$ cat config.mk
export PLATFORM = sky130hd
export DESIGN_NAME = ascii85_line_wrapped_encoder_top_flat
export DESIGN_NICKNAME = d
export VERILOG_FILES = /design/src/sv/a85_pkg.sv /design/src/sv/a85_if.sv /design/src/sv/a85_front.sv /design/src/sv/a85_fifo.sv /design/src/sv/a85_back.sv /design/src/sv/ascii85_line_wrapped_encoder_top.sv /design/src/flat_wrapper.sv
export SDC_FILE = /design/constraint.sdc
export NUM_CORES = 1
export LEC_CHECK = 0
export ABC_AREA = 1
export BUFFER_PORTS_ARGS = -buffer_cell sky130_fd_sc_hd__clkbuf_2
export CORE_MARGIN = 2
export CORE_UTILIZATION = 50
export CTS_BUF_LIST = sky130_fd_sc_hd__clkbuf_16
export DETAILED_ROUTE_END_ITERATION = 10
export PLACE_DENSITY = 0.69
export SLEW_MARGIN = 10
export SYNTH_ARGS = -nofsm -noshare
export SYNTH_HDL_FRONTEND = slang
export SYNTH_SLANG_ARGS = --single-unit
$ cat constraint.sdc
create_clock -name clock -period 6.5 [get_ports clock]
set_clock_uncertainty 0.2 [all_clocks]
set_input_delay 0.325 -clock clock [delete_from_list [all_inputs] [get_ports clock]]
set_output_delay 0.325 -clock clock [all_outputs]
set_load 0.02 [all_outputs]
$ cat src/sv/a85_pkg.sv
package a85_pkg;

   localparam logic [7:0] A85_BASE       = 8'd85;
   localparam logic [7:0] A85_OFFSET     = 8'd33;
   localparam logic [7:0] A85_ZERO_CHAR  = 8'd122;
   localparam logic [7:0] A85_NEWLINE    = 8'd10;
   localparam logic [7:0] A85_MIN_LINE   = 8'd5;
   localparam logic [7:0] A85_RESET_LINE = 8'd72;
   localparam logic [7:0] A85_LAST_DIGIT = 8'd117;

   // Reciprocal of 85 scaled by 2^38; exact quotient for any 32-bit dividend.
   localparam logic [31:0] A85_RECIP      = 32'd3233857729;
   localparam int          A85_RECIP_SHIFT = 38;
   localparam int          A85_QUOT_WIDTH  = 26;

   localparam int          A85_DIGITS     = 5;

   localparam logic        A85_OP_DATA    = 1'b0;
   localparam logic        A85_OP_FLUSH   = 1'b1;

   // One unit of work handed from the front to the back.
   typedef struct packed {
      logic [31:0] word;
      logic [2:0]  nchars;
      logic        zero;
      logic        flush;
   } a85_job_type;

endpackage

$ cat src/sv/a85_if.sv
interface a85_req_if;
   logic       valid;
   logic       ready;
   logic       op;
   logic [7:0] data_byte;

   modport source (output valid, output op, output data_byte, input ready);
   modport sink (input valid, input op, input data_byte, output ready);
endinterface

interface a85_rsp_if;
   logic       valid;
   logic       ready;
   logic [7:0] out_char;
   logic       last;

   modport source (output valid, output out_char, output last, input ready);
   modport sink (input valid, input out_char, input last, output ready);
endinterface

$ cat src/sv/a85_front.sv
module a85_front (
   input  logic                 clock,
   input  logic                 reset,
   a85_req_if.sink              req_ch,
   input  logic                 q_full,
   output logic                 q_push,
   output a85_pkg::a85_job_type q_job
);

   logic [23:0] tuple_ff, tuple_in;
   logic [1:0]  count_ff, count_in;
   logic        fire;
   logic [31:0] word;

   assign req_ch.ready = !q_full;
   assign fire = req_ch.valid && req_ch.ready;
   assign q_push = fire && ((req_ch.op == a85_pkg::A85_OP_FLUSH) || (count_ff == 2'd3));

   assign word = {tuple_ff, (req_ch.op == a85_pkg::A85_OP_FLUSH) ? 8'h00 : req_ch.data_byte};

   always_comb begin
      q_job.word  = word;
      q_job.flush = (req_ch.op == a85_pkg::A85_OP_FLUSH);
      if (req_ch.op == a85_pkg::A85_OP_FLUSH) begin
         q_job.zero   = 1'b0;
         q_job.nchars = (count_ff == 2'd0) ? 3'd0 : ({1'b0, count_ff} + 3'd1);
      end else begin
         q_job.zero   = (word == 32'd0);
         q_job.nchars = (word == 32'd0) ? 3'd1 : 3'(a85_pkg::A85_DIGITS);
      end
   end

   always_comb begin
      tuple_in = tuple_ff;
      count_in = count_ff;
      if (fire) begin
         if ((req_ch.op == a85_pkg::A85_OP_DATA) && (count_ff != 2'd3)) begin
            case (count_ff)
               2'd0:    tuple_in[23:16] = req_ch.data_byte;
               2'd1:    tuple_in[15:8]  = req_ch.data_byte;
               default: tuple_in[7:0]   = req_ch.data_byte;
            endcase
            count_in = count_ff + 2'd1;
         end else begin
            tuple_in = 24'd0;
            count_in = 2'd0;
         end
      end
   end

   always_ff @(posedge clock) begin
      if (reset) begin
         tuple_ff <= 24'd0;
         count_ff <= 2'd0;
      end else begin
         tuple_ff <= tuple_in;
         count_ff <= count_in;
      end
   end

endmodule

$ cat src/sv/a85_fifo.sv
module a85_fifo #(
   parameter int Depth = 2
) (
   input  logic                 clock,
   input  logic                 reset,
   input  logic                 push,
   input  a85_pkg::a85_job_type push_data,
   output logic                 full,
   input  logic                 pop,
   output a85_pkg::a85_job_type pop_data,
   output logic                 nonempty
);

   localparam int PtrWidth = (Depth > 1) ? $clog2(Depth) : 1;
   localparam int CntWidth = $clog2(Depth + 1);

   a85_pkg::a85_job_type slot_ff [Depth];
   logic [PtrWidth-1:0]  wr_ptr_ff, rd_ptr_ff;
   logic [CntWidth-1:0]  count_ff;
   logic                 do_push, do_pop;

   assign full     = (count_ff == CntWidth'(Depth));
   assign nonempty = (count_ff != '0);
   assign pop_data = slot_ff[rd_ptr_ff];
   assign do_push  = push && !full;
   assign do_pop   = pop && nonempty;

   always_ff @(posedge clock) begin
      if (do_push) begin
         slot_ff[wr_ptr_ff] <= push_data;
      end
   end

   always_ff @(posedge clock) begin
      if (reset) begin
         wr_ptr_ff <= '0;
         rd_ptr_ff <= '0;
         count_ff  <= '0;
      end else begin
         if (do_push) begin
            wr_ptr_ff <= (wr_ptr_ff == PtrWidth'(Depth - 1)) ? '0 : wr_ptr_ff + 1'b1;
         end
         if (do_pop) begin
            rd_ptr_ff <= (rd_ptr_ff == PtrWidth'(Depth - 1)) ? '0 : rd_ptr_ff + 1'b1;
         end
         if (do_push && !do_pop) begin
            count_ff <= count_ff + 1'b1;
         end else if (do_pop && !do_push) begin
            count_ff <= count_ff - 1'b1;
         end
      end
   end

endmodule

$ cat src/sv/a85_back.sv
module a85_back (
   input  logic                 clock,
   input  logic                 reset,
   input  logic                 q_valid,
   input  a85_pkg::a85_job_type q_job,
   output logic                 q_pop,
   input  logic [7:0]           line_length,
   a85_rsp_if.source            rsp_ch
);

   localparam int QW = a85_pkg::A85_QUOT_WIDTH;
   localparam int ND = a85_pkg::A85_DIGITS;

   // Converter: one base-85 digit per cycle, least significant first.
   logic                 conv_busy_ff, conv_busy_in;
   logic                 res_valid_ff, res_valid_in;
   logic [2:0]           conv_cnt_ff, conv_cnt_in;
   logic [31:0]          val_ff;
   logic [QW-1:0]        quot_ff;
   logic [7:0]           dig_ff [ND];
   a85_pkg::a85_job_type meta_ff;
   logic [31:0]          mul_a;
   logic [63:0]          product;
   logic [6:0]           q85_lo;
   logic [6:0]           rem;
   logic [7:0]           digit_char;
   logic                 conv_take;

   // Emitter: one character per cycle into the output register while the output is not stalled.
   logic                 em_busy_ff, em_busy_in;
   logic [7:0]           em_dig_ff [ND];
   logic [2:0]           em_nchars_ff;
   logic                 em_zero_ff, em_flush_ff;
   logic [2:0]           em_idx_ff, em_idx_in;
   logic                 nl_pend_ff, nl_pend_in;
   logic [7:0]           col_ff, col_in;
   logic                 em_load, step;
   logic [7:0]           eff_len, col_plus;
   logic [2:0]           sel;
   logic                 emit, emit_last;
   logic [7:0]           emit_char;
   logic                 out_valid_ff;
   logic [7:0]           out_char_ff;
   logic                 out_last_ff;

   assign conv_take = q_valid && !conv_busy_ff && !res_valid_ff;
   assign q_pop     = conv_take;

   assign mul_a   = conv_take ? q_job.word : 32'(quot_ff);
   assign product = mul_a * a85_pkg::A85_RECIP;

   // Only the low seven bits of value minus 85 times quotient are needed.
   assign q85_lo = {quot_ff[0], 6'b0} + {quot_ff[2:0], 4'b0} + {quot_ff[4:0], 2'b0}
                 + quot_ff[6:0];
   assign rem        = val_ff[6:0] - q85_lo;
   assign digit_char = {1'b0, rem} + a85_pkg::A85_OFFSET;

   assign em_load = res_valid_ff && !em_busy_ff;

   always_comb begin
      conv_busy_in = conv_busy_ff;
      res_valid_in = res_valid_ff;
      conv_cnt_in  = conv_cnt_ff;
      if (conv_take) begin
         conv_busy_in = 1'b1;
         conv_cnt_in  = 3'(ND - 1);
      end else if (conv_busy_ff) begin
         if (conv_cnt_ff == 3'd0) begin
            conv_busy_in = 1'b0;
            res_valid_in = 1'b1;
         end else begin
            conv_cnt_in = conv_cnt_ff - 3'd1;
         end
      end else if (em_load) begin
         res_valid_in = 1'b0;
      end
   end

   always_ff @(posedge clock) begin
      if (reset) begin
         conv_busy_ff <= 1'b0;
         res_valid_ff <= 1'b0;
         conv_cnt_ff  <= 3'd0;
      end else begin
         conv_busy_ff <= conv_busy_in;
         res_valid_ff <= res_valid_in;
         conv_cnt_ff  <= conv_cnt_in;
      end
   end

   always_ff @(posedge clock) begin
      if (conv_take) begin
         val_ff  <= q_job.word;
         quot_ff <= product[a85_pkg::A85_RECIP_SHIFT +: QW];
         meta_ff <= q_job;
      end else if (conv_busy_ff) begin
         dig_ff[conv_cnt_ff] <= digit_char;
         val_ff  <= 32'(quot_ff);
         quot_ff <= product[a85_pkg::A85_RECIP_SHIFT +: QW];
      end
   end

   assign eff_len  = (line_length < a85_pkg::A85_MIN_LINE) ? a85_pkg::A85_MIN_LINE
                                                           : line_length;
   assign col_plus = col_ff + 8'd1;
   assign sel      = (em_idx_ff > 3'(ND - 1)) ? 3'(ND - 1) : em_idx_ff;
   assign step     = em_busy_ff && (!out_valid_ff || rsp_ch.ready);

   always_comb begin
      emit       = 1'b0;
      emit_char  = a85_pkg::A85_NEWLINE;
      emit_last  = 1'b0;
      em_busy_in = em_busy_ff;
      em_idx_in  = em_idx_ff;
      nl_pend_in = nl_pend_ff;
      col_in     = col_ff;
      if (em_load) begin
         em_busy_in = 1'b1;
         em_idx_in  = 3'd0;
         nl_pend_in = 1'b0;
      end else if (step) begin
         if (nl_pend_ff) begin
            emit       = 1'b1;
            col_in     = 8'd0;
            nl_pend_in = 1'b0;
            if (em_idx_ff == em_nchars_ff) begin
               emit_last  = 1'b1;
               em_busy_in = 1'b0;
            end
         end else if (em_idx_ff < em_nchars_ff) begin
            emit      = 1'b1;
            emit_char = em_zero_ff ? a85_pkg::A85_ZERO_CHAR : em_dig_ff[sel];
            em_idx_in = em_idx_ff + 3'd1;
            if (col_plus >= eff_len) begin
               nl_pend_in = 1'b1;
               col_in     = 8'd0;
            end else begin
               col_in = col_plus;
               if ((em_idx_in == em_nchars_ff) && !(em_flush_ff && (col_plus != 8'd0))) begin
                  emit_last  = 1'b1;
                  em_busy_in = 1'b0;
               end
            end
         end else begin
            // A flush ends a non-empty line; otherwise the job has nothing left.
            em_busy_in = 1'b0;
            if (em_flush_ff && (col_ff != 8'd0)) begin
               emit      = 1'b1;
               emit_last = 1'b1;
               col_in    = 8'd0;
            end
         end
      end
   end

   always_ff @(posedge clock) begin
      if (reset) begin
         em_busy_ff   <= 1'b0;
         em_idx_ff    <= 3'd0;
         nl_pend_ff   <= 1'b0;
         col_ff       <= 8'd0;
         out_valid_ff <= 1'b0;
      end else begin
         em_busy_ff <= em_busy_in;
         em_idx_ff  <= em_idx_in;
         nl_pend_ff <= nl_pend_in;
         col_ff     <= col_in;
         if (emit) begin
            out_valid_ff <= 1'b1;
         end else if (rsp_ch.ready) begin
            out_valid_ff <= 1'b0;
         end
      end
   end

   always_ff @(posedge clock) begin
      if (em_load) begin
         em_dig_ff    <= dig_ff;
         em_nchars_ff <= meta_ff.nchars;
         em_zero_ff   <= meta_ff.zero;
         em_flush_ff  <= meta_ff.flush;
      end
      if (emit) begin
         out_char_ff <= emit_char;
         out_last_ff <= emit_last;
      end
   end

   assign rsp_ch.valid    = out_valid_ff;
   assign rsp_ch.out_char = out_char_ff;
   assign rsp_ch.last     = out_last_ff;

endmodule

$ cat src/sv/ascii85_line_wrapped_encoder_top.sv
// Output: only a tuple-completing byte or a flush can give output; bytes that do not
// complete a tuple give none.
// Throughput: up to one character per cycle within a tuple unless the output stalls; the
// back end's five-step divide-by-85 loop takes a tuple only once the emitter has the last one.
// Reset: synchronous, active high; clears the tuple, column, queue and handshake state
// and sets the line length to 72.
module ascii85_line_wrapped_encoder_top #(
   parameter int QueueDepth = 2
) (
   input  logic       clock,
   input  logic       reset,
   a85_req_if.sink    req_ch,
   a85_rsp_if.source  rsp_ch,
   input  logic       csr_wr_en,
   input  logic [7:0] csr_wr_data
);

   logic                 q_full, q_push, q_pop, q_valid;
   a85_pkg::a85_job_type push_job, pop_job;
   logic [7:0]           line_length_ff;

   always_ff @(posedge clock) begin
      if (reset) begin
         line_length_ff <= a85_pkg::A85_RESET_LINE;
      end else if (csr_wr_en) begin
         line_length_ff <= csr_wr_data;
      end
   end

   a85_front u_front (
      .clock  (clock),
      .reset  (reset),
      .req_ch (req_ch),
      .q_full (q_full),
      .q_push (q_push),
      .q_job  (push_job)
   );

   a85_fifo #(
      .Depth (QueueDepth)
   ) u_fifo (
      .clock     (clock),
      .reset     (reset),
      .push      (q_push),
      .push_data (push_job),
      .full      (q_full),
      .pop       (q_pop),
      .pop_data  (pop_job),
      .nonempty  (q_valid)
   );

   a85_back u_back (
      .clock       (clock),
      .reset       (reset),
      .q_valid     (q_valid),
      .q_job       (pop_job),
      .q_pop       (q_pop),
      .line_length (line_length_ff),
      .rsp_ch      (rsp_ch)
   );

endmodule

$ cat src/flat_wrapper.sv
// flat-port wrapper written by rule: the top's interface ports become plain ports
module ascii85_line_wrapped_encoder_top_flat 
#(
   parameter int QueueDepth = 2
)
  (clock, reset, csr_wr_en, csr_wr_data, req_ch_valid, req_ch_op, req_ch_data_byte, req_ch_ready, rsp_ch_valid, rsp_ch_out_char, rsp_ch_last, rsp_ch_ready);
  a85_req_if req_ch_i ();
  a85_rsp_if rsp_ch_i ();
  input  logic clock;
  input  logic reset;
  input  logic csr_wr_en;
  input  logic [7:0] csr_wr_data;
  input wire logic [$bits(req_ch_i.valid)-1:0] req_ch_valid;
  input wire logic [$bits(req_ch_i.op)-1:0] req_ch_op;
  input wire logic [$bits(req_ch_i.data_byte)-1:0] req_ch_data_byte;
  output wire logic [$bits(req_ch_i.ready)-1:0] req_ch_ready;
  output wire logic [$bits(rsp_ch_i.valid)-1:0] rsp_ch_valid;
  output wire logic [$bits(rsp_ch_i.out_char)-1:0] rsp_ch_out_char;
  output wire logic [$bits(rsp_ch_i.last)-1:0] rsp_ch_last;
  input wire logic [$bits(rsp_ch_i.ready)-1:0] rsp_ch_ready;
  assign req_ch_i.valid = req_ch_valid;
  assign req_ch_i.op = req_ch_op;
  assign req_ch_i.data_byte = req_ch_data_byte;
  assign req_ch_ready = req_ch_i.ready;
  assign rsp_ch_valid = rsp_ch_i.valid;
  assign rsp_ch_out_char = rsp_ch_i.out_char;
  assign rsp_ch_last = rsp_ch_i.last;
  assign rsp_ch_i.ready = rsp_ch_ready;
  ascii85_line_wrapped_encoder_top #(.QueueDepth(QueueDepth)) u_core (.clock(clock), .reset(reset), .req_ch(req_ch_i), .rsp_ch(rsp_ch_i), .csr_wr_en(csr_wr_en), .csr_wr_data(csr_wr_data));
endmodule
==> impl_metrics.toml, run 1 <==
[global_route]
grt_use_total = 0.2839
grt.overflow.total = 0
grt_antenna_before_repair = 1
wire_length_of_the_first_global_routing_pass_microns = 102300
maximum_number_of_pins_on_one_net_before_global_route_repair = 48
grt_pass1_vias = 18713

[floorplan]
die_h_microns = 215.4
row_count = 77
ios = 33
floorplan.core_area_sq_mm = 0.04412
die_area_sq_mm = 0.04640
die_width_microns = 215.4
initial_utilization = 0.5064

[yosys]
ys_top_cells_by_area = "sky130_fd_sc_hd__edfxtp_1 (28%), sky130_fd_sc_hd__ha_1 (19%), sky130_fd_sc_hd__fa_1 (15%)"
ys_seq_elements = 264
synth_sequential_area_ratio = 0.3288
syn_area_per_cell_sq_um = 9.310
syn_area_sq_mm = 0.02235
synth_edf_count = 206
synth-compound-area-share = 0.08343
ys_dominant_reg_cell = "sky130_fd_sc_hd__edfxtp_1"
synth_simple_gate_area_frac = 0.1330
synth_mux_area_frac = 0
combinational_family_with_the_most_area_after_synthesis = "adder cells"
netlist.top_cell.by_area = "sky130_fd_sc_hd__edfxtp_1"
synthXorXnorAreaFrac = 0.01607
synth_cells = 2400
synth_fp_nets = 2941
asyncSetResetFlopFracSynth = 0
yosysWarnings = 0
synth_fa_ha_area_frac = 0.3481
synth.lib_cells_used.distinct = 50
netlist.area_leader.share = 0.2768

[detailed_routing]
wl_met1_microns = 26770
post_drt_wl_per_cell_microns = 19.50
iteration_count_of_the_initial_detailed_routing_pass = 6
topRoutingLayerUsed = "met4"
avgViaCountPerCell = 5.310
route.met3.wl_microns = 3396
initialDrtViolationCount = 1123
routed-via-count = 18224
drt.antenna.violating_nets = 0
wl_microns = 66940
wl_met2_microns = 33730
post-route-drc-count = 0

[sta]
finalWorstPathRequiredPeriod_ns = 6.550
finalWorstSetupSlack_ns = -0.04959
finalHoldViolations = 0
relative_max_transition_margin = 0.2173
finalCritPeriodShare = 1.008
rsz0062_at_grt = "yes"
timing_max_transition_violations_final = 0
max_freq_mhz = 152.7
final-setup-viol-count = 5
worst_pin_slew_ns = 1.171

[clock_tree]
clock_path_buffers = 3
clk_root_buffer_cell = "sky130_fd_sc_hd__clkbuf_16"
worstSkewPairLatency_ns = 0.61
path_clk_slew_ns = 0.06
cts_htree_levels = 1
clock_tree_from_tritoncts = "built"
clock_sinks = 264
cts_buffers = 29

[place]
dpl_cell_area_sq_mm = 0.02546
gpl.final_weighted_congestion = 0.9914
hpwlAfterDp_microns = 52500
post-place-ws_ns = -0.9557
port-buffer-count = 32

[setup_path]
crit_type = "register to register"
worst_r2r_startpoint = "u_core.u_fifo.count_ff[1]"
worstSetupEndpointType = "register"
startpoint = "u_core.u_fifo.count_ff[1]"
worst-path-max-fanout = 13
critical_path.slowest_cell = "sky130_fd_sc_hd__fa_1"
required_ns = 6.64
slowest_delay_ns = 0.56
cp_data_arrival_time_ns = 6.69
startpoint_class_of_the_critical_path = "register"

[hold_path]
holdCritStartpoint = "reset"
hp-class = "input pin to register"

[layout]
finalNetCount = 3358
syn2layout_area_growth_pct = 31.68
finish.instance_area_sq_mm = 0.02942
postLayoutCoreUtil = 0.6668
drive_gt1_frac = 0.2915
antenna_cells = 0
layout_common_cells = "sky130_fd_sc_hd__inv_1 (476), sky130_fd_sc_hd__buf_4 (326), sky130_fd_sc_hd__nand2_1 (299), sky130_fd_sc_hd__ha_1 (247), sky130_fd_sc_hd__edfxtp_1 (206)"
mostFrequentLayoutCell = "sky130_fd_sc_hd__inv_1"

[run_status]
status = "finished, violations left"
failed_checks = "negative setup slack"

[flow_run]
max_cap_violations = 0
==> worst max-delay path: cells and delay by family, from the launching register on <==
family,cells,cell delay (ns)
DFF,1,0.35
adders and majority gates,9,3.44
AOI/OAI and AO/OA,5,0.99
buffers and inverters,5,0.45
and+or+nand+nor,5,0.70
xor gates and xnor gates,1,0.16
==> flip-flops by register name, indices dropped and copies added, names as in the netlist, 3 cells and up, named ones only <==
name	cells
u_core.u_back.conv_cnt_ff	3
u_core.u_back.val_ff	7
u_core.u_back.em_idx_ff	3
u_core.u_back.meta_ff	5
u_core.u_back.em_nchars_ff	3
u_core.u_back.dig_ff	40
u_core.u_fifo.slot_ff	74
u_core.u_back.col_ff	8
u_core.u_back.quot_ff	26
u_core.u_front.tuple_ff	24
u_core.line_length_ff	8
u_core.u_back.em_dig_ff	40
u_core.u_back.rsp_ch.out_char	8
==> per-stage QoR <==
step | setup TNS (ns) | std cells | hold WS (ns)
after floorplan | -0.01048 | 2400 | 0.2003
after global placement | -10.98 | 3292 | 0.2013
after detailed placement | -12.54 | 3292 | 0.2045
after CTS | -0.02077 | 3409 | 0.08647
after global routing | -3.766 | 3432 | 0.1090
final | -0.1279 | 3432 | 0.09524
==> metal layers <==
metal  global-route usage  up-vias
li1                     -     8640
met1               0.3564     8893
met2               0.4970      541
met3              0.03749      150
met4               0.1129        0
met5                    0        -
==> synth_stat cells (3+ instances only) <==
master,instances
sky130_fd_sc_hd__nand2_1,338
sky130_fd_sc_hd__o21ai_0,118
sky130_fd_sc_hd__nand2_2,13
sky130_fd_sc_hd__buf_2,4
sky130_fd_sc_hd__o22ai_1,6
sky130_fd_sc_hd__a211oi_1,8
sky130_fd_sc_hd__ha_1,348
sky130_fd_sc_hd__a21o_1,12
sky130_fd_sc_hd__nor2_2,3
sky130_fd_sc_hd__o21ai_1,5
sky130_fd_sc_hd__o21a_1,8
sky130_fd_sc_hd__o21bai_1,11
sky130_fd_sc_hd__edfxtp_1,206
sky130_fd_sc_hd__or2_2,16
sky130_fd_sc_hd__nor2_1,237
sky130_fd_sc_hd__dfxtp_1,58
sky130_fd_sc_hd__nor4_1,12
sky130_fd_sc_hd__o211ai_1,3
sky130_fd_sc_hd__nand2_4,3
sky130_fd_sc_hd__inv_1,504
sky130_fd_sc_hd__clkbuf_1,19
sky130_fd_sc_hd__a21oi_1,124
sky130_fd_sc_hd__nand4_1,13
sky130_fd_sc_hd__nand3_1,42
sky130_fd_sc_hd__fa_1,171
sky130_fd_sc_hd__a21boi_0,3
sky130_fd_sc_hd__a31oi_1,19
sky130_fd_sc_hd__nor3_1,24
sky130_fd_sc_hd__xnor2_1,19
sky130_fd_sc_hd__xor2_1,22
sky130_fd_sc_hd__inv_2,7
==> layout make-up <==
class | instances | area [sq um]
multi-input cells | 1600 | 15290
inverters | 511 | 1921
well taps | 592 | 740.7
clock buffers | 29 | 725.7
flip-flops and latches | 264 | 7358
repair buffers | 411 | 3243
clock inverters | 25 | 147.6
fillers | 3365 | 14700
==> cell families after synthesis <==
group	after synthesis
simple gates	708
buf+inv	537
fa+ha+maj	519
compound gates	331
flops	264
xor+xnor	41
==> what timing repair did <==
item / CTS / global route
buffers inserted: 31 / 22
resized for setup: 257 / 225
pin swaps: 108 / 82
hold buffers: 31 / 0
cloned: 1 / 0
hold endpoints to repair: 34 / 0
endpoints found under the setup margin: 26 / 26
==> final timing paths <==
| kind | to | slack [ns] | cells past startpoint |
|---|---|---|---|
| max reg2reg | u_core.u_back.quot_ff[13] | -0.05 | 25 |
| min reg2reg | u_core.u_back.em_dig_ff[30] | 0.22 | 0 |
| min | u_core.u_back.col_ff[4] | 0.1 | 2 |
| max | u_core.u_back.quot_ff[13] | -0.05 | 25 |
Power of run 1 is not shown: default switching activity piles up to over one toggle a cycle in this logic, so the estimate is an artifact.
==> run 2, diff against run 1 <==
--- a/config.mk
+++ b/config.mk
@@ -12,6 +12,7 @@
 export CTS_BUF_LIST = sky130_fd_sc_hd__clkbuf_16
 export DETAILED_ROUTE_END_ITERATION = 10
 export PLACE_DENSITY = 0.69
+export SKIP_CTS_REPAIR_TIMING = 1
 export SLEW_MARGIN = 10
 export SYNTH_ARGS = -nofsm -noshare
 export SYNTH_HDL_FRONTEND = slang
==> run 2 against run 1 <==
Effect of this change: the run still ends with negative setup slack left; wire length down 0.45%; register-to-register slack worse by 0.13 ns; critical path type unchanged; non-clock buffer count down 12; critical endpoint is now u_core.u_back.quot_ff[10].
==> impl_metrics.toml, run 2 (synthesized netlist as in run 1, its figures left out) <==
[clock_tree]
worstSkewPairLatency_ns = 0.61
clk_root_buffer_cell = "sky130_fd_sc_hd__clkbuf_16"
path_clk_slew_ns = 0.06
clock_path_buffers = 3
clock_tree_from_tritoncts = "built"
cts_htree_levels = 1
cts_buffers = 29
clock_sinks = 264

[sta]
timing_max_transition_violations_final = 0
finalHoldViolations = 0
max_freq_mhz = 149.7
finalCritPeriodShare = 1.028
fin_tns_setup_ns = -0.7885
worst_pin_slew_ns = 1.143
finalWorstSetupSlack_ns = -0.1808
relative_max_transition_margin = 0.2365
finalWorstPathRequiredPeriod_ns = 6.681
final-setup-viol-count = 10
rsz0062_at_grt = "yes"

[setup_path]
crit_type = "register to register"
worst_r2r_startpoint = "u_core.u_back.res_valid_ff"
startpoint_class_of_the_critical_path = "register"
path_delay_family = "adder cells"
worst-path-max-fanout = 13
critical_path.slowest_cell = "sky130_fd_sc_hd__fa_1"
startpoint = "u_core.u_back.res_valid_ff"
cp_data_arrival_time_ns = 6.78
cp_common_cell = "sky130_fd_sc_hd__nand2_2"
worstSetupEndpointType = "register"
required_ns = 6.60
slowest_delay_ns = 0.56
buffers_and_inverters_on_the_worst_path = 7

[place]
hpwlAfterDp_microns = 52500
gpl.final_weighted_congestion = 0.9914
port-buffer-count = 32
dpl_cell_area_sq_mm = 0.02546

[detailed_routing]
wl_microns = 66630
post_drt_wl_per_cell_microns = 19.48
avgViaCountPerCell = 5.316
routed-via-count = 18182
drt.antenna.violating_nets = 0
iteration_count_of_the_initial_detailed_routing_pass = 5
post-route-drc-count = 0
initialDrtViolationCount = 1243

[floorplan]
initial_utilization = 0.5064
die_area_sq_mm = 0.04640
floorplan.core_area_sq_mm = 0.04412
die_width_microns = 215.4
ios = 33
die_h_microns = 215.4
row_count = 77

[hold_path]
holdCritStartpoint = "req_ch_op"
hp-class = "input pin to register"

[global_route]
wire_length_of_the_first_global_routing_pass_microns = 97290
maximum_number_of_pins_on_one_net_before_global_route_repair = 48
grt_pass1_vias = 17962
grt_use_total = 0.2712
grt_antenna_before_repair = 1
grt.overflow.total = 0

[layout]
nFillCells = 3427
largest-register = "u_core.u_fifo.slot_ff"
layout_common_cells = "sky130_fd_sc_hd__inv_1 (475), sky130_fd_sc_hd__buf_4 (320), sky130_fd_sc_hd__nand2_1 (302), sky130_fd_sc_hd__ha_1 (240), sky130_fd_sc_hd__edfxtp_1 (206)"
mostFrequentLayoutCell = "sky130_fd_sc_hd__inv_1"
postLayoutCoreUtil = 0.6623
drive_gt1_frac = 0.2875
finish.instance_area_sq_mm = 0.02922
largest_registers = "u_core.u_fifo.slot_ff: 74 flops, u_core.u_back.dig_ff: 40 flops, u_core.u_back.em_dig_ff: 40 flops"
finalNetCount = 3346
antenna_cells = 0
syn2layout_area_growth_pct = 30.78
largest_register_ffs = 74

[run_status]
failed_checks = "negative setup slack"
status = "finished, violations left"

[flow_run]
max_cap_violations = 0
==> run 2: area by class of cell <==
cell class	count	area [sq um]	area share
Multi-Input combinational cell	1600	15190	0.5199
Sequential cell	264	7358	0.2518
Clock inverter	25	147.6	0.005052
Timing Repair Buffer	399	3139	0.1074
Tap cell	592	740.7	0.02535
Clock buffer	29	725.7	0.02483
Inverter	511	1918	0.06564
==> run 2: final timing paths <==
path / endpoint / slack, ns / cells after the start
setup / recovery: u_core.u_back.quot_ff[10] / -0.18 / 29
hold / removal: u_core.u_fifo.slot_ff[0][0] / 0.03 / 1
setup reg to reg: u_core.u_back.quot_ff[10] / -0.18 / 29
hold reg to reg: u_core.u_back.em_dig_ff[30] / 0.22 / 0
==> run 2: through the flow <==
step | setup WS, ns | instances | hold WS, ns
6_report | -0.1808 | 3420 | 0.02500
5_1_grt | -0.3121 | 3420 | 0.02772
4_1_cts | -1.002 | 3346 | -0.2441
3_5_place_dp | -0.9557 | 3292 | 0.2045
3_3_place_gp | -0.8866 | 3292 | 0.2013
2_1_floorplan | -0.005348 | 2400 | 0.2003
==> run 2: worst register-to-register path, delay by kind of cell (launching register included) <==
| kind | cells | cell delay [ns] |
|---|---|---|
| simple gates | 11 | 1.38 |
| fa+ha+maj | 9 | 3.39 |
| flops | 1 | 0.34 |
| buf+inv | 7 | 0.80 |
| compound gates | 2 | 0.30 |
==> run 2: layer usage <==
metal | track usage | up-vias | part of all wire
li1 | - | 8617 | -
met1 | 0.3491 | 8882 | 0.40
met2 | 0.4692 | 522 | 0.50
met3 | 0.03185 | 159 | 0.049
met4 | 0.1041 | 2 | 0.050
met5 | 0 | - | 0.00017
Power of run 2 is left out for the same reason.
